### src/char_lcd_nibble_writer_core_assert.svh
// assertion macros for the character lcd nibble writer
// used by the sequencer module, needs a clk and rst in scope
`ifndef CHAR_LCD_NIBBLE_WRITER_CORE_ASSERT_SVH
`define CHAR_LCD_NIBBLE_WRITER_CORE_ASSERT_SVH

// same-cycle implication
`define CLNW_ASSERT_NOW(label, ante, cons, msg) \
  label: assert property (@(posedge clk) disable iff (rst) (ante) |-> (cons)) else $error(msg);

// next-cycle implication
`define CLNW_ASSERT_NEXT(label, ante, cons, msg) \
  label: assert property (@(posedge clk) disable iff (rst) (ante) |=> (cons)) else $error(msg);

`endif

### src/clcd_nw_pkg.sv
// shared types, constants and the cyrillic font map for the lcd nibble writer
// no dependencies
package clcd_nw_pkg;

  localparam int unsigned HoldW = 16;
  localparam int unsigned CfgIdxW = 2;

  // configuration register indexes
  localparam logic [CfgIdxW-1:0] CfgPulse   = 2'd0;
  localparam logic [CfgIdxW-1:0] CfgDataWt  = 2'd1;
  localparam logic [CfgIdxW-1:0] CfgCmdWt   = 2'd2;

  localparam logic [HoldW-1:0] PulseRst   = 16'd100;
  localparam logic [HoldW-1:0] DataWtRst  = 16'd100;
  localparam logic [HoldW-1:0] CmdWtRst   = 16'd2000;

  // codes above this one are candidates for remapping
  localparam logic [7:0] MapFloor = 8'hA0;
  localparam logic [7:0] YoUpper  = 8'hA8;
  localparam logic [7:0] YoLower  = 8'hB8;
  localparam logic [7:0] YoRom    = 8'hA2;

  // font rom codes for windows-1251 0xc0..0xff
  localparam logic [7:0] CYR_MAP [64] = '{
    8'h41, 8'hA0, 8'h42, 8'hA1, 8'hE0, 8'h45, 8'hA3, 8'hA4,
    8'hA5, 8'hA6, 8'h4B, 8'hA7, 8'h4D, 8'h48, 8'h4F, 8'hA8,
    8'h50, 8'h43, 8'h54, 8'hA9, 8'hAA, 8'h58, 8'hE1, 8'hAB,
    8'hAC, 8'hE2, 8'hAD, 8'hAE, 8'h62, 8'hAF, 8'hB0, 8'hB1,
    8'h61, 8'hB2, 8'hB3, 8'hB4, 8'hE3, 8'h65, 8'hB6, 8'hB7,
    8'hB8, 8'hB9, 8'hBA, 8'hBB, 8'hBC, 8'hBD, 8'h6F, 8'hBE,
    8'h70, 8'h63, 8'hBF, 8'h79, 8'hE4, 8'h78, 8'hE5, 8'hC0,
    8'hC1, 8'hE6, 8'hC2, 8'hC3, 8'hC4, 8'hC5, 8'hC6, 8'hC7
  };

  // one queued byte write
  typedef struct packed {
    logic [7:0] code;
    logic       mode;
  } item_t;

  // live configuration
  typedef struct packed {
    logic [HoldW-1:0] pulse;
    logic [HoldW-1:0] data_wait;
    logic [HoldW-1:0] cmd_wait;
  } cfg_t;

  // sequencer phases, one-hot
  typedef enum logic [5:0] {
    PH0 = 6'b000001,
    PH1 = 6'b000010,
    PH2 = 6'b000100,
    PH3 = 6'b001000,
    PH4 = 6'b010000,
    PH5 = 6'b100000
  } phase_t;

  // windows-1251 to font rom, only applied to data codes above 0xa0
  function automatic logic [7:0] map_char(input logic [7:0] c);
    logic [7:0] r;
    if (c >= 8'hC0) begin
      r = CYR_MAP[c[5:0]];
    end else if (c == YoUpper || c == YoLower) begin
      r = YoRom;
    end else begin
      r = c;
    end
    return r;
  endfunction

endpackage

### src/char_lcd_nibble_writer_core.sv
// A byte's phases pass the front-end holding register, the queue and the output register.
// Throughput: one phase per cycle unless m_tready stalls; the back end gives six per byte.
// The front end keeps accepting while the queue has room, so bytes follow back to back.
// Reset (synchronous, active high) empties the queue and output register, rewinds the
// sequencer and loads the timing registers with 100, 100 and 2000 ticks.
module char_lcd_nibble_writer_core #(
  parameter int unsigned QUEUE_DEPTH = 2
) (
  input  logic        clk,
  input  logic        rst,
  input  logic        s_tvalid,
  output logic        s_tready,
  input  logic [7:0]  s_tdata,   // value[7:0]
  input  logic        s_tuser,   // mode
  output logic        m_tvalid,
  input  logic        m_tready,
  output logic [23:0] m_tdata,   // bus_nibble[3:0], enable_level[4], hold_ticks[20:5]
  output logic        m_tuser,   // register_select
  output logic        m_tlast,
  input  logic        cfg_we,
  input  logic [1:0]  cfg_index,
  input  logic [15:0] cfg_data
);

  clcd_nw_pkg::cfg_t  cfg;
  clcd_nw_pkg::item_t push_item;
  clcd_nw_pkg::item_t head;
  logic               push;
  logic               q_ready;
  logic               q_valid;
  logic               pop;

  // timing registers, out-of-range indexes ignored
  always_ff @(posedge clk) begin
    if (rst) begin
      cfg.pulse     <= clcd_nw_pkg::PulseRst;
      cfg.data_wait <= clcd_nw_pkg::DataWtRst;
      cfg.cmd_wait  <= clcd_nw_pkg::CmdWtRst;
    end else if (cfg_we) begin
      case (cfg_index)
        clcd_nw_pkg::CfgPulse:  cfg.pulse     <= cfg_data;
        clcd_nw_pkg::CfgDataWt: cfg.data_wait <= cfg_data;
        clcd_nw_pkg::CfgCmdWt:  cfg.cmd_wait  <= cfg_data;
        default: begin
        end
      endcase
    end
  end

  // request intake and remap
  clcd_nw_front u_front (
    .clk       (clk),
    .rst       (rst),
    .s_tvalid  (s_tvalid),
    .s_tready  (s_tready),
    .s_tdata   (s_tdata),
    .s_tuser   (s_tuser),
    .push      (push),
    .push_item (push_item),
    .q_ready   (q_ready)
  );

  // decoupling queue
  clcd_nw_queue #(
    .DEPTH (QUEUE_DEPTH)
  ) u_queue (
    .clk       (clk),
    .rst       (rst),
    .push      (push),
    .push_item (push_item),
    .q_ready   (q_ready),
    .pop       (pop),
    .q_valid   (q_valid),
    .head      (head)
  );

  // phase sequencer
  clcd_nw_back u_back (
    .clk      (clk),
    .rst      (rst),
    .cfg      (cfg),
    .q_valid  (q_valid),
    .head     (head),
    .pop      (pop),
    .m_tvalid (m_tvalid),
    .m_tready (m_tready),
    .m_tdata  (m_tdata),
    .m_tuser  (m_tuser),
    .m_tlast  (m_tlast)
  );

endmodule

### src/clcd_nw_front.sv
// front end: accepts byte requests, remaps data codes, registers them
// depends on clcd_nw_pkg
module clcd_nw_front (
  input  logic                clk,
  input  logic                rst,
  input  logic                s_tvalid,
  output logic                s_tready,
  input  logic [7:0]          s_tdata,  // value[7:0]
  input  logic                s_tuser,  // mode
  output logic                push,
  output clcd_nw_pkg::item_t  push_item,
  input  logic                q_ready
);

  logic               hold_valid;
  clcd_nw_pkg::item_t hold_item;
  logic               accept;
  logic [7:0]         mapped;

  // remap only data bytes above 0xa0
  always_comb begin
    if (s_tuser && (s_tdata > clcd_nw_pkg::MapFloor)) begin
      mapped = clcd_nw_pkg::map_char(s_tdata);
    end else begin
      mapped = s_tdata;
    end
  end

  assign push     = hold_valid && q_ready;
  assign s_tready = !hold_valid || push;
  assign accept   = s_tvalid && s_tready;
  assign push_item = hold_item;

  // holding register valid
  always_ff @(posedge clk) begin
    if (rst) begin
      hold_valid <= 1'b0;
    end else if (accept) begin
      hold_valid <= 1'b1;
    end else if (push) begin
      hold_valid <= 1'b0;
    end
  end

  // holding register payload
  always_ff @(posedge clk) begin
    if (accept) begin
      hold_item.code <= mapped;
      hold_item.mode <= s_tuser;
    end
  end

endmodule

### src/clcd_nw_queue.sv
// short queue between front end and phase sequencer
// depends on clcd_nw_pkg
module clcd_nw_queue #(
  parameter int unsigned DEPTH = 2
) (
  input  logic                clk,
  input  logic                rst,
  input  logic                push,
  input  clcd_nw_pkg::item_t  push_item,
  output logic                q_ready,
  input  logic                pop,
  output logic                q_valid,
  output clcd_nw_pkg::item_t  head
);

  localparam int unsigned PtrW = (DEPTH > 1) ? $clog2(DEPTH) : 1;
  localparam int unsigned CntW = $clog2(DEPTH + 1);
  localparam logic [PtrW-1:0] PtrLast = PtrW'(DEPTH - 1);
  localparam logic [CntW-1:0] CntFull = CntW'(DEPTH);

  clcd_nw_pkg::item_t mem [DEPTH];
  logic [PtrW-1:0]    wr_ptr;
  logic [PtrW-1:0]    rd_ptr;
  logic [CntW-1:0]    count;
  logic               do_push;
  logic               do_pop;

  assign q_ready = (count != CntFull);
  assign q_valid = (count != '0);
  assign do_push = push && q_ready;
  assign do_pop  = pop && q_valid;
  assign head    = mem[rd_ptr];

  // storage write
  always_ff @(posedge clk) begin
    if (do_push) begin
      mem[wr_ptr] <= push_item;
    end
  end

  // pointers and fill count
  always_ff @(posedge clk) begin
    if (rst) begin
      wr_ptr <= '0;
      rd_ptr <= '0;
      count  <= '0;
    end else begin
      if (do_push) begin
        wr_ptr <= (wr_ptr == PtrLast) ? '0 : wr_ptr + 1'b1;
      end
      if (do_pop) begin
        rd_ptr <= (rd_ptr == PtrLast) ? '0 : rd_ptr + 1'b1;
      end
      if (do_push && !do_pop) begin
        count <= count + 1'b1;
      end else if (do_pop && !do_push) begin
        count <= count - 1'b1;
      end
    end
  end

endmodule

### src/clcd_nw_back.sv
// back end: steps each queued byte through six pin phases into an output register
// depends on clcd_nw_pkg and char_lcd_nibble_writer_core_assert.svh
`include "char_lcd_nibble_writer_core_assert.svh"

module clcd_nw_back (
  input  logic                clk,
  input  logic                rst,
  input  clcd_nw_pkg::cfg_t   cfg,
  input  logic                q_valid,
  input  clcd_nw_pkg::item_t  head,
  output logic                pop,
  output logic                m_tvalid,
  input  logic                m_tready,
  output logic [23:0]         m_tdata,  // bus_nibble[3:0], enable_level[4], hold_ticks[20:5]
  output logic                m_tuser,  // register_select
  output logic                m_tlast
);

  clcd_nw_pkg::phase_t      phase;
  clcd_nw_pkg::phase_t      phase_next;
  logic                     emit;
  logic [3:0]               nib;
  logic                     en;
  logic [clcd_nw_pkg::HoldW-1:0] hold;
  logic                     is_last;
  logic [3:0]               out_nib;
  logic                     out_en;
  logic [clcd_nw_pkg::HoldW-1:0] out_hold;

  assign emit = q_valid && (!m_tvalid || m_tready);
  assign pop  = emit && (phase == clcd_nw_pkg::PH5);

  // phase decode
  always_comb begin
    nib        = head.code[3:0];
    en         = 1'b0;
    hold       = cfg.pulse;
    is_last    = 1'b0;
    phase_next = clcd_nw_pkg::PH0;
    case (phase)
      clcd_nw_pkg::PH0: begin
        nib        = head.code[7:4];
        hold       = '0;
        phase_next = clcd_nw_pkg::PH1;
      end
      clcd_nw_pkg::PH1: begin
        nib        = head.code[7:4];
        en         = 1'b1;
        phase_next = clcd_nw_pkg::PH2;
      end
      clcd_nw_pkg::PH2: begin
        nib        = head.code[7:4];
        phase_next = clcd_nw_pkg::PH3;
      end
      clcd_nw_pkg::PH3: begin
        hold       = '0;
        phase_next = clcd_nw_pkg::PH4;
      end
      clcd_nw_pkg::PH4: begin
        en         = 1'b1;
        phase_next = clcd_nw_pkg::PH5;
      end
      clcd_nw_pkg::PH5: begin
        hold       = head.mode ? cfg.data_wait : cfg.cmd_wait;
        is_last    = 1'b1;
        phase_next = clcd_nw_pkg::PH0;
      end
      default: begin
        phase_next = clcd_nw_pkg::PH0;
      end
    endcase
  end

  // phase register and output valid
  always_ff @(posedge clk) begin
    if (rst) begin
      phase    <= clcd_nw_pkg::PH0;
      m_tvalid <= 1'b0;
    end else if (emit) begin
      phase    <= phase_next;
      m_tvalid <= 1'b1;
    end else if (m_tready) begin
      m_tvalid <= 1'b0;
    end
  end

  // output payload register
  always_ff @(posedge clk) begin
    if (emit) begin
      out_nib  <= nib;
      out_en   <= en;
      out_hold <= hold;
      m_tuser  <= head.mode;
      m_tlast  <= is_last;
    end
  end

  assign m_tdata = {3'b000, out_hold, out_en, out_nib};

  // sequencer checks
  `CLNW_ASSERT_NOW(a_pop_on_final, pop, emit && (phase == clcd_nw_pkg::PH5), "pop off final phase")
  `CLNW_ASSERT_NOW(a_no_emit_empty, !q_valid, !emit, "phase emitted with empty queue")
  `CLNW_ASSERT_NEXT(a_strobe_then_fall, emit && (phase == clcd_nw_pkg::PH1), phase == clcd_nw_pkg::PH2, "enable high not followed by fall")
  `CLNW_ASSERT_NOW(a_last_strobe_low, m_tvalid && m_tlast, !out_en, "enable high on final phase")

endmodule

### config.mk
export PLATFORM = sky130hd
export DESIGN_NAME = char_lcd_nibble_writer_core
export DESIGN_NICKNAME = d
export VERILOG_FILES = /design/src/clcd_nw_pkg.sv /design/src/char_lcd_nibble_writer_core.sv /design/src/clcd_nw_front.sv /design/src/clcd_nw_queue.sv /design/src/clcd_nw_back.sv
export VERILOG_INCLUDE_DIRS = /design/src /design/src/src
export SDC_FILE = /design/constraint.sdc
export NUM_CORES = 1
export LEC_CHECK = 0
export ABC_AREA = 1
export BUFFER_PORTS_ARGS = -buffer_cell sky130_fd_sc_hd__buf_2
export CORE_ASPECT_RATIO = 0.6
export CORE_MARGIN = 3
export CORE_UTILIZATION = 30
export DETAILED_ROUTE_END_ITERATION = 7
export PLACE_DENSITY = 0.45
export SLEW_MARGIN = 0
export SYNTH_ARGS = -nofsm -noshare
export SYNTH_HDL_FRONTEND = slang
export SYNTH_HIERARCHICAL = 1
export SYNTH_SLANG_ARGS = --single-unit
export TNS_END_PERCENT = 10
### constraint.sdc
create_clock -name clk -period 5.4 [get_ports clk]
set_clock_uncertainty 0.2 [all_clocks]
set_input_delay 0.54 -clock clk [delete_from_list [all_inputs] [get_ports clk]]
set_output_delay 0.54 -clock clk [all_outputs]
set_load 0.02 [all_outputs]
==> flow_summary.json, run 1 <==
{
  "status": "finished clean",
  "grt_pass1_wl_um": 24100,
  "maxCapViolCount": 0,
  "ant_nets": 0,
  "antenna_found_initial": 2,
  "die_area_um2": 21100,
  "grt_pass1_vias": 4328,
  "r2r-end": "u_back/out_hold[7]",
  "num_antenna_cells": 0,
  "fin_ws_ps": 3130,
  "wl_per_cell_um": 15.2,
  "start_util": 0.313,
  "cts_sinks": 111,
  "post_cts_buffers": 0,
  "wl_met3_um": 1170,
  "cts_hold_buf": 0,
  "final_cell_area_um2": 6400,
  "grt_start_max_net_pins": 49,
  "wirelength_um": 15500,
  "synth-edff-count": 50,
  "synth_top_flop_cell": "dfxtp_1",
  "yosysTopAreaCellShare": 0.259,
  "synth.top_cells.by_area": "edfxtp_1 (26%), dfxtp_1 (21%), nand2_1 (14%), nor2_1 (6.5%), mux2_2 (4.9%)",
  "crit_path_start_kind": "flip-flop",
  "crit_type": "flip-flop to flip-flop",
  "rsz0062_at_grt": "no",
  "route.detailed.drc": 0,
  "ios": 60,
  "period_share": 0.420,
  "crit_path_max_fanout": 17,
  "die_h_um": 114,
  "critPathArrivalTime_ps": 2140,
  "wl_met2_um": 5490,
  "dpl_cell_area_um2": 6130,
  "avgViaCountPerCell": 4.70,
  "async_reset_ff_frac": 0,
  "p_leak_uw": 0.00299,
  "cp_slowest_cell": "mux2_2",
  "synth_warnings": 6,
  "worstHoldPathType": "input pin to flip-flop",
  "whs_ps": 205,
  "p_per_area_nw_per_um2": 313,
  "cp-end-kind": "flip-flop",
  "slew_headroom": 0.227,
  "areaGrowthSynthToFinish_pct": 10.4,
  "dieWidth_um": 185,
  "fillers": 1975,
  "synth_top_cell_by_area": "edfxtp_1",
  "rows": 38,
  "vias": 4772,
  "synth.avg_cell_area_um2": 7.89,
  "peakVddDrop_uv": 160,
  "crit_path_max_incr_delay_ps": 600,
  "setup_violations": 0,
  "cts_buffers": 9,
  "place_ws_ps": 2970,
  "r2r_slack_ps": 3130,
  "htree_levels": 3,
  "drtIter0Drc": 437,
  "met1Wirelength_um": 8670,
  "cts.repair.resized": 0,
  "synth_common_cells": "nand2_1 (219), nor2_1 (101), inv_1 (68)",
  "r2r_cells": 4,
  "first_pass_iters": 5,
  "timing.fmax_mhz": 441,
  "top_layer": "met5",
  "fin_crit_ps": 2270,
  "clkTransAtPathRegs_ps": 80,
  "post-dp-hpwl_um": 11200,
  "portBuffers": 56,
  "synthesis.area_um2": 5800,
  "hold_depth": 1,
  "ys_seq_elements": 111,
  "cp.required_ps": 5270,
  "syn_inst": 735,
  "coreArea_um2": 18500,
  "report.final.slew_viol_count": 0,
  "ys_types": 35,
  "drive_gt1_frac": 0.166,
  "clkLatencyLatePin_ps": 340,
  "grt.overflow.total": 0,
  "cts_buffer_depth": 2,
  "finalHoldViolations": 0,
  "grt_usage": 0.147,
  "clockRootBuffer": "clkbuf_16",
  "hold_start": "s_tuser",
  "cts_tree": "built",
  "nets": 811,
  "synthMostInstantiatedCell": "nand2_1",
  "tightest_slew_ps": 1160,
  "ys_seq_area_frac": 0.470,
  "gp_congestion": 0.885,
  "path_cells": "mux2_2 -> mux2_2 -> nand2_1 -> nand2_1",
  "timing.setup.tns_ps": 0,
  "min_to": "u_front/push_item[0]"
}
worst max-delay path by stage:
stage                           from              endpoint  slack (ps)  cells past startpoint
floorplan                 s_tdata[0]  u_front/push_item[1]        3410                      9
global placement          s_tdata[0]  u_front/push_item[1]        2920                     12
detailed placement        s_tdata[0]  u_front/push_item[3]        2970                     10
CTS                        flip-flop    u_back/out_hold[7]        3100                      4
global route        u_queue/count[1]       u_back/phase[4]        2980                      6
finish                     flip-flop    u_back/out_hold[7]        3130                      4
critical path, delay by kind of cell (launching register included):
kind | cells | cell delay [ps]
and+or+nand+nor | 2 | 220
muxes | 2 | 1000
DFF | 1 | 570
power breakdown:
part	switching (uW)	internal [uW]
registers	33.3	960
clock network	307	320
logic	270	113
state kept, by name, indices dropped and copies added (netlist names), named ones only:
register / flops
u_queue/count: 2
u_queue/mem: 18
u_queue/rd_ptr: 1
u_back/m_tlast: 1
u_back/out_nib: 4
u_queue/wr_ptr: 1
u_back/phase: 6
u_back/m_tvalid: 1
u_front/hold_valid: 1
cfg: 48
u_back/out_hold: 16
u_back/m_tuser: 1
u_front/push_item: 9
u_back/out_en: 1
per-layer routing:
| metal | global-route usage | up-vias |
|---|---|---|
| met5 | 0 | - |
| met4 | 0.0240 | 4 |
| met3 | 0.0389 | 10 |
| met2 | 0.179 | 153 |
| met1 | 0.252 | 2181 |
| li1 | - | 2424 |
cells in the final DEF (no fill, tap or decap), types with 3 or more instances in the layout:
master and count:
inv_1 67, ha_1 9, o21ai_0 16, edfxtp_1 50, buf_2 56, nor2_2 4
nand3_1 49, clkbuf_16 9, nor2_1 101, nand2_2 4, conb_1 3, mux2_2 25
o21ai_1 3, nand3_2 4, inv_2 8, dfxtp_1 61, a21oi_1 33, nand4_1 25
nand2_1 219
cell type report:
class                           count  area [um^2]  area share
Clock buffer                       11          233      0.0363
Sequential cell                   111         2720       0.425
Multi-Input combinational cell    511         2500       0.391
Timing Repair Buffer               58          295      0.0461
Inverter                           79          305      0.0477
Clock inverter                      5         41.3     0.00645
Tap cell                          240          300      0.0469
kinds of logic (layout without fill, tap and decap cells):
logic type                 after synthesis  in the layout  synth area share
muxes                                   25             25            0.0486
and+or+nand+nor                        416            416             0.309
adders and majority gates                9              9            0.0194
other                                    1              3          0.000647
buffers and inverters                  115            153            0.0997
DFF                                    111            111             0.470
AOI/OAI and AO/OA                       58             58            0.0531
per-stage QoR:
stage,util,power [uW],std cells
CTS,0.346,2030,1015
finish,0.346,2000,1015
detailed placement,0.331,1400,999
global placement,0.331,1400,999
global route,0.346,2110,1015
floorplan,-,1280,737
No activity file was read; power rests on OpenSTA's default activity.
==> inputs of run 2 (changes only) <==
PLACE_DENSITY = 0.47   (was 0.45)
clock period = 1.85 ns   (was 5.4 ns; I/O delays follow)
==> run 2 against run 1 <==
The run now ends with hold timing left. Sequential power grew to 2.9 times the previous value. Power grew to 3.2 times the previous value. Worst setup slack lost 3000 ps. Clock power grew to 3.6 times the previous value. Final cell count grew 6.0%. First-iteration DRC count grew 24%. Global-route usage grew 0.78 points. Critical path depth is the same. Largest power group unchanged.
==> flow_summary.json, run 2 (same netlist as run 1, synthesis figures left out) <==
{
  "fillers": 1924,
  "cp_slowest_cell": "mux2_4",
  "cts_tree": "built",
  "die_area_um2": 21100,
  "avgViaCountPerCell": 4.56,
  "crit_path_max_fanout": 17,
  "route.detailed.drc": 0,
  "finalHoldViolations": 1,
  "nets": 872,
  "grt_pass1_vias": 4456,
  "cts_buffers": 9,
  "cp-end-kind": "flip-flop",
  "ant_nets": 0,
  "grt.overflow.total": 0,
  "grt_usage": 0.155,
  "rsz0062_at_grt": "no",
  "status": "finished with violations",
  "p_per_area_nw_per_um2": 916,
  "cp.required_ps": 1750,
  "critPathArrivalTime_ps": 1610,
  "start_util": 0.313,
  "final_common_cell": "nand2_1",
  "vias": 4909,
  "report.final.slew_viol_count": 0,
  "period_share": 0.921,
  "wl_per_cell_um": 14.8,
  "fin_ws_ps": 146,
  "timing.fmax_mhz": 587,
  "fin_crit_ps": 1700,
  "p_leak_uw": 0.00334,
  "layout_common_cells": "nand2_1 (219), nor2_1 (99), inv_1 (67), dfxtp_1 (56), buf_2 (56)",
  "drive_gt1_frac": 0.217,
  "grt_pass1_wl_um": 25300,
  "largest_register_ffs": 48,
  "crit_type": "flip-flop to flip-flop",
  "clockRootBuffer": "clkbuf_16",
  "gp_congestion": 0.960,
  "clkLatencyLatePin_ps": 350,
  "wirelength_um": 15900,
  "crit_path_max_incr_delay_ps": 440,
  "cts_sinks": 111,
  "antenna_found_initial": 1,
  "worstHoldPathType": "input pin to flip-flop",
  "dieWidth_um": 185,
  "htree_levels": 3,
  "areaGrowthSynthToFinish_pct": 22.0,
  "setup_violations": 0,
  "first_pass_iters": 5,
  "largestRegisters": "cfg (48), u_queue/mem (18), u_back/out_hold (16)",
  "portBuffers": 56,
  "path_cells": "mux2_4 -> mux2_2 -> nand2_1 -> nand2_1",
  "clkTransAtPathRegs_ps": 80,
  "crit_path_start_kind": "flip-flop",
  "top_register": "cfg",
  "peakVddDrop_uv": 530,
  "drtIter0Drc": 544,
  "maxCapViolCount": 0,
  "num_antenna_cells": 0,
  "rows": 38,
  "post-route-util": 0.382,
  "coreArea_um2": 18500,
  "violations": "hold timing",
  "ios": 60,
  "cts_buffer_depth": 2,
  "place_ws_ps": -58.2,
  "post-dp-hpwl_um": 11800,
  "die_h_um": 114,
  "grt_start_max_net_pins": 31,
  "whs_ps": -1.13,
  "cp_common_cell": "nand2_1"
}
## run 2: changes by cell type in the layout (fill, tap and decap cells not counted), sizes merged
cell | previous run | this run
buf | 58 | 99
clkbuf | 11 | 9
bufinv | 0 | 3
dlygate4sd3 | 0 | 20
clkinvlp | 1 | 0
## run 2: layout make-up
class | instances | area (um^2) | share of cell area
flip-flops and latches | 111 | 2730 | 0.386
multi-input cells | 511 | 2530 | 0.358
repair buffers | 119 | 853 | 0.121
inverters | 79 | 305 | 0.0432
well taps | 240 | 300 | 0.0425
clock buffers | 9 | 225 | 0.0318
clock inverters | 7 | 129 | 0.0182
## run 2: final timing paths
kind,from,to,slack (ps),cells after the start
hold reg to reg,u_front/push_item[8],u_queue/mem[1][8],250,0
setup reg to reg,flip-flop,u_back/out_hold[9],150,4
setup / recovery,flip-flop,u_back/out_hold[9],150,4
hold / removal,cfg_index[1],cfg[8],-1,3
## run 2: per-layer routing
layer | vias up | share of wire | global-route usage
li1 | 2547 | - | -
met1 | 2197 | 0.59 | 0.276
met2 | 159 | 0.33 | 0.172
met3 | 6 | 0.079 | 0.0453
met4 | 0 | 0.0045 | 0.0240
met5 | - | 0 | 0
## run 2: critical path: cells and delay by family, from the launching register on
family | cells | cell delay, ps
flip-flops | 1 | 370
AND/OR/NAND/NOR | 2 | 130
multiplexers | 2 | 750
## run 2: repair_timing
action | in CTS | in global routing
setup endpoints to repair | 11 | 1
hold endpoints to repair | 42 | 0
resized for setup | 1 | 8
pin swaps | 0 | 2
setup buffers | 0 | 1
hold buffers | 20 | 0
## run 2: metrics by stage
step	power [uW]	instance area (um^2)	hold slack, ps	TNS (ps)	cells
after floorplan	3750	5820	54.1	-68.1	737
after global placement	4210	6480	211	-154	1039
after detailed placement	4200	6480	216	-84.7	1039
after CTS	6520	7040	0.449	0	1075
after global routing	6810	7070	23.3	0	1076
final	6480	7070	-1.13	0	1076
## run 2: report_power, final
part	leakage, uW	switching, uW	total [uW]	internal [uW]
Clock	0.000173	933	2280	1340
Sequential	0.000974	112	2920	2800
Combinational	0.00219	821	1290	469
Total	0.00334	1870	6480	4620
==> inputs of run 3 (changes only) <==
PLACE_DENSITY = 0.59   (was 0.47)
==> run 3 against run 2 <==
The run now ends clean. Register-to-register slack about the same. Final area shrank 1.6%. Sequential power about the same. Flip-flop and latch count stayed put. Non-clock buffer count fell by 8. Hold slack gained 16 ps. Maximum frequency decreased by 0.95%. Worst setup slack got worse by 16 ps.
==> flow_summary.json, run 3 (same netlist as run 1, synthesis figures left out) <==
{
  "crit_type": "input pin to flip-flop",
  "post-dp-hpwl_um": 10400,
  "fin_ws_ps": 129,
  "final_cell_area_um2": 6960,
  "cts_sinks": 111,
  "maxCapViolCount": 0,
  "wl_per_cell_um": 13.6,
  "period_share": 0.930,
  "critPathArrivalTime_ps": 1580,
  "die_h_um": 114,
  "drive_gt1_frac": 0.207,
  "start_util": 0.313,
  "hold_depth": 3,
  "hold_start": "s_tdata[6]",
  "areaGrowthSynthToFinish_pct": 20.0,
  "top_register": "cfg",
  "avgViaCountPerCell": 4.59,
  "whs_ps": 15.2,
  "crit_path_max_incr_delay_ps": 530,
  "die_area_um2": 21100,
  "clkTransAtPathRegs_ps": 70,
  "largest_register_ffs": 48,
  "p_leak_uw": 0.00327,
  "peakVddDrop_uv": 486,
  "ant_nets": 0,
  "fillers": 1898,
  "p_per_area_nw_per_um2": 883,
  "crit_path_max_fanout": 12,
  "wirelength_um": 14600,
  "worstHoldPathType": "input pin to flip-flop",
  "coreArea_um2": 18500,
  "finalHoldViolations": 0,
  "cp_num_buf_inv": 5,
  "grt_start_max_net_pins": 49,
  "nets": 864,
  "cp_common_cell": "inv_1",
  "cp.required_ps": 1710,
  "final_common_cell": "nand2_1",
  "post-route-util": 0.376,
  "r2r-end": "u_queue/count[1]",
  "cts_buffer_depth": 2,
  "cts_buffers": 9,
  "grt_pass1_wl_um": 22900,
  "status": "finished clean",
  "dieWidth_um": 185,
  "portBuffers": 56,
  "regArea_um2": 2730,
  "rsz0062_at_grt": "yes",
  "ios": 60,
  "place_ws_ps": -69.5,
  "rows": 38,
  "setup_violations": 0,
  "antenna_found_initial": 0,
  "layout_common_cells": "nand2_1 (217), nor2_1 (99), inv_1 (67), dfxtp_1 (59), buf_2 (56)",
  "grt_pass1_vias": 4210,
  "worstReg2RegStart": "u_back/phase[0]",
  "r2r_cells": 12,
  "clkLatencyLatePin_ps": 350,
  "clockRootBuffer": "clkbuf_16",
  "htree_levels": 3,
  "gp_congestion": 0.948,
  "multi_input_area_um2": 2540,
  "grt_usage": 0.139,
  "cp_slowest_cell": "dlygate4sd3_1",
  "first_pass_iters": 7,
  "critical_path.top_delay_family": "buffers and inverters",
  "num_antenna_cells": 0,
  "report.final.slew_viol_count": 0,
  "drtIter0Drc": 605,
  "largestRegisters": "cfg (48), u_queue/mem (18), u_back/out_hold (16)",
  "timing.fmax_mhz": 581,
  "r2r_slack_ps": 140,
  "crit_path_start_kind": "input pin",
  "grt.overflow.total": 0,
  "dpl_cell_area_um2": 6410,
  "cp-end-kind": "flip-flop",
  "cts_tree": "built",
  "route.detailed.drc": 0,
  "vias": 4903,
  "fin_crit_ps": 1720,
  "min_to": "u_front/push_item[7]",
  "path_cells": "dlygate4sd3_1 -> buf_2 -> inv_1 -> nand2_1 -> nand2_2 -> inv_1 -> buf_4"
}
run 3: cell types whose count changed in the layout (fill, tap and decap cells not counted), sizes merged:
| cell | change |
|---|---|
| buf | -8 |
| bufinv | -2 |
| clkbuf | +1 |
| clkinvlp | +1 |
run 3: worst max path at each step:
stage	startpoint	endpoint	depth (start not counted)
after floorplan	flip-flop	u_back/out_hold[10]	7
after global placement	s_tdata[1]	u_front/push_item[1]	12
after detailed placement	s_tdata[1]	u_front/push_item[1]	12
after CTS	u_back/phase[1]	u_queue/count[1]	12
after global routing	u_queue/count[1]	u_back/phase[5]	7
final	m_tready	u_back/out_nib[0]	7
run 3: worst min-delay path, stage by stage:
cell and delay (ps):
buf_2 110, inv_1 60, nor2_1 90
run 3: layer usage:
layer	track usage	vias up	share of wire	wire (um)
met5	0	-	0	0
met4	0.0300	0	0.0087	127
met3	0.0421	11	0.085	1240
met2	0.178	166	0.38	5480
met1	0.225	2190	0.53	7720
li1	-	2536	-	-
run 3: final cells by class:
cell class | instances | area share
clock buffers | 10 | 0.0329
clock inverters | 6 | 0.0115
inverters | 79 | 0.0439
multi-input cells | 511 | 0.364
flip-flops and latches | 111 | 0.392
well taps | 240 | 0.0431
repair buffers | 111 | 0.112
run 3: what timing repair did:
action | CTS | global route
endpoints found under the hold margin | 50 | 0
buffers inserted | 0 | 1
hold buffers | 20 | 0
endpoints found under the setup margin | 2 | 5
pin swaps | 0 | 2
gates resized for setup | 1 | 8
run 3: through the flow:
stage          power, uW  setup TNS, ps  instances
2_1_floorplan       3750          -68.1        737
3_3_place_gp        4140          -99.2       1031
3_5_place_dp        4140          -69.5       1031
4_1_cts             6170              0       1067
5_1_grt             6460          -9.17       1068
6_report            6150              0       1068
run 3: report_power, final:
part	leakage, uW	switching [uW]	total [uW]	internal, uW
clock network	0.000146	921	2000	1080
logic	0.00215	805	1250	446
registers	0.000973	98.1	2900	2800
